==> src/rtl/core/kmeans_ram.sv <==
`timescale 1ns / 1ps

module kmeans_ram #(
  parameter int WIDTH = 16,
  parameter int DEPTH = 256
) (
  input  logic                     clk,
  input  logic                     we,
  input  logic [$clog2(DEPTH)-1:0] waddr,
  input  logic [WIDTH-1:0]         wdata,
  input  logic [$clog2(DEPTH)-1:0] raddr,
  output logic [WIDTH-1:0]         rdata
);

  logic [WIDTH-1:0] mem [DEPTH];

  // One write port, one registered read port
  always_ff @(posedge clk) begin
    if (we) begin
      mem[waddr] <= wdata;
    end
    rdata <= mem[raddr];
  end

endmodule

==> config.mk <==
export PLATFORM = sky130hd
export DESIGN_NAME = kmeans_ram
export DESIGN_NICKNAME = d
export VERILOG_FILES = /design/src/rtl/core/kmeans_ram.sv
export SDC_FILE = /design/constraint.sdc
export NUM_CORES = 2
export LEC_CHECK = 0
export ABC_AREA = 0
export ABC_CLOCK_PERIOD_IN_PS = 4800
export BUFFER_PORTS_ARGS = -buffer_cell sky130_fd_sc_hd__buf_2
export CORE_MARGIN = 5
export CORE_UTILIZATION = 45
export DETAILED_ROUTE_END_ITERATION = 16
export PLACE_DENSITY = 0.6
export SLEW_MARGIN = 40
export SYNTH_ARGS = -nofsm -noshare
export SYNTH_HDL_FRONTEND = slang
export SYNTH_SLANG_ARGS = --single-unit
==> constraint.sdc <==
create_clock -name clk -period 4.8 [get_ports clk]
set_input_delay 1.44 -clock clk [delete_from_list [all_inputs] [get_ports clk]]
set_output_delay 1.44 -clock clk [all_outputs]
set_load 0.03 [all_outputs]
==> impl_metrics.py <==
metrics = {
    "critical_path": {
        "critPathMaxStageDelay_ns": 0.66,
        "crit_arrival_ns": 4.93,
        "rrSetupSlack_ns": 1.83,
        "end_kind": "flop",
        "reg2reg_depth": 8,
        "cpMaxStageDelayCell": "a22oi_1",
        "r2r-start": "mem[131][13]",
        "path_common_cell": "buf_12",
        "crit_buf_inv": 4,
        "startpoint": "raddr[0]",
        "required_ns": 5.67,
        "critical_path_class": "primary input to flop",
        "crit_family": "buffers and inverters",
        "r2r-end": "rdata[13]",
        "path_max_fanout": 81,
        "path_cells": "buf_12, buf_12, buf_12, buf_12, mux2i_1, o221ai_1, o22ai_1, a22oi_1, nand3_1, nor4_1",
        "startpoint_type": "primary input",
    },
    "floorplanning": {
        "die_h_um": 604,
        "start_util_pct": 45.1,
        "die_area_um2": 365000,
        "io_pins": 50,
        "placementRows": 218,
        "coreArea_um2": 352000,
        "fp.dieW_um": 604,
    },
    "synth": {
        "synthArstFlopShare_pct": 0,
        "syn_inst": 7360,
        "ys.flop_type": "edfxtp_1",
        "yosysSeqAreaShare_pct": 77.7,
        "synth.net_count": 7394,
        "synth_area_per_cell_um2": 21.6,
        "ys_warn_count": 0,
        "synth_edf_count": 4096,
        "ys_ff_latch": 4112,
        "syn-cell-area_um2": 159000,
        "synth_cell_type_count": 52,
    },
    "drt": {
        "routedWlPerCell_um": 33.5,
        "drc_errors": 0,
        "final_antenna_net_count": 0,
        "drt-total-wl_um": 437000,
        "drtIter0Drc": 10000,
        "dr.pass1.iters": 5,
        "routed-via-count": 80400,
        "avgViaCountPerCell": 6.15,
    },
    "placement": {
        "dp.cells": 12300,
        "gp_congestion": 0.874,
        "portBuffers": 49,
        "detailed_place_hpwl_um": 271000,
    },
    "global_route": {
        "grt_usage_pct": 23.6,
        "grt_pass1_wl_um": 615000,
        "grt_overflow": 0,
        "antenna_found_initial": 31,
        "grt_max_degree": 121,
        "grt_pass1_vias": 79700,
    },
    "clock_network": {
        "htree_num_levels": 5,
        "cts_setup_buffers": 0,
        "cts-resized-gates": 0,
        "cts-root-buf": "clkbuf_16",
        "cts_tree": "yes",
        "clk_latency_ns": 0.99,
        "clock-sinks": 4112,
        "cts_buffer_depth": 4,
        "cts_made_buffers": 408,
        "hold_buffers": 0,
        "clkSlewWorstSetupHoldPaths_ns": 0.06,
    },
    "timing": {
        "hold_viol": 0,
        "finalClockSkew_ns": 0.0772,
        "maxSlewViolCount": 0,
        "setup_viol": 0,
        "tightest_slew_ns": 0.945,
        "fmax_mhz": 247,
        "rsz0062_at_grt": "false",
        "tns_ns": 0,
        "max_slew_margin_pct": 35.4,
        "finalCritPeriodShare_pct": 84.5,
        "fin_crit_ns": 4.06,
    },
    "cells_and_area": {
        "final_cells": 13100,
        "mostFrequentLayoutCell": "edfxtp_1",
        "fillCellCount": 27200,
        "multi_input_area_um2": 33100,
        "final_cell_mix": "edfxtp_1 (4,096), mux4_2 (797), buf_4 (616)",
        "seq_area_um2": 123000,
        "drive_gt1_share_pct": 27.8,
        "fin_nets": 8108,
        "area_delta_synth_final_pct": 14.9,
        "post-route-util_pct": 51.8,
    },
    "power_and_ir_drop": {
        "p_int_uw": 58700,
        "p_sw_uw": 16300,
        "sw_frac_of_total_pct": 21.7,
        "worst_ir_drop_vdd_mv": 0.317,
        "p_seq_share_pct": 52.9,
        "power_uw": 75000,
        "power_density_nw_per_um2": 411,
        "pwr-share-clk_pct": 41.7,
        "combPwrFrac_pct": 5.3,
        "p_leak_uw": 0.0583,
    },
    "min_path": {
        "hold_path_end": "mem[230][3]",
        "hp-class": "primary input to flop",
        "min_from": "wdata[3]",
        "min_path_cells": 1,
    },
    "flow_run": {
        "maxCapViolCount": 0,
    },
    "status": {
        "status": "finished clean",
    },
}
power by group through the flow:
stage | clock network, uW | registers, uW | logic (uW)
after CTS | 31800 | 39700 | 4020
after detailed placement | 0 | 40400 | 4010
after global routing | 33300 | 39600 | 4170
after floorplan | 0 | 40400 | 1950
final | 31300 | 39700 | 4010
after global placement | 0 | 40400 | 3920
registers in the layout (all words and copies together) (netlist names):
name and cells:
mem 4096, rdata 16
through the flow:
step | hold slack, ns | area (um^2) | setup slack [ns]
after floorplan | 0.854 | 159000 | 1.20
after global placement | 1.06 | 169000 | -0.513
after detailed placement | 1.03 | 169000 | -0.222
after CTS | 0.783 | 182000 | 0.777
after global routing | 0.809 | 182000 | 0.636
final | 0.855 | 182000 | 0.744
cell families after synthesis:
logic type	share of synthesized area [%]
DFF	77.7
muxes	15.5
buffers and inverters	1.69
AOI/OAI and AO/OA	3.54
and+or+nand+nor	1.57
worst max path at each step:
stage / end / cells past startpoint
2_1_floorplan: mem[235][0] / 6
5_1_grt: rdata[1] / 10
3_3_place_gp: rdata[12] / 9
4_1_cts: rdata[8] / 11
3_5_place_dp: rdata[8] / 11
6_report: rdata[10] / 10
synth_stat cells, drive strengths merged (21+ instances only):
| library cell | number | area share [%] |
|---|---|---|
| edfxtp | 4096 | 77 |
| mux2i | 565 | 3.6 |
| nand2 | 38 | 0.090 |
| a21oi | 175 | 0.55 |
| nand4 | 26 | 0.10 |
| o221ai | 253 | 1.4 |
| a221oi | 28 | 0.15 |
| o21ai | 38 | 0.12 |
| buf | 222 | 1.1 |
| nor3 | 92 | 0.29 |
| o32ai | 21 | 0.12 |
| mux2 | 88 | 0.62 |
| o22ai | 148 | 0.58 |
| nand3 | 35 | 0.11 |
| mux4 | 797 | 11 |
| a22o | 32 | 0.18 |
| clkbuf | 230 | 0.54 |
| nor2 | 304 | 0.72 |
| a22oi | 43 | 0.20 |
area by class of cell:
type | count | area share (%)
flip-flops and latches | 4112 | 67.6
multi-input cells | 2792 | 18.1
clock buffers | 494 | 5.83
repair buffers | 756 | 3.83
well taps | 4620 | 3.17
clock inverters | 252 | 1.34
diodes | 26 | 0.0357
inverters | 4 | 0.0151
layer usage:
metal,vias up,global-route usage [%],wire (um)
met1,43200,32.6,171000
met2,3692,38.0,212000
met5,-,0,69
met4,12,7.72,15700
met3,692,4.66,38400
li1,32800,-,-
No activity file was read; power rests on OpenSTA's default activity.
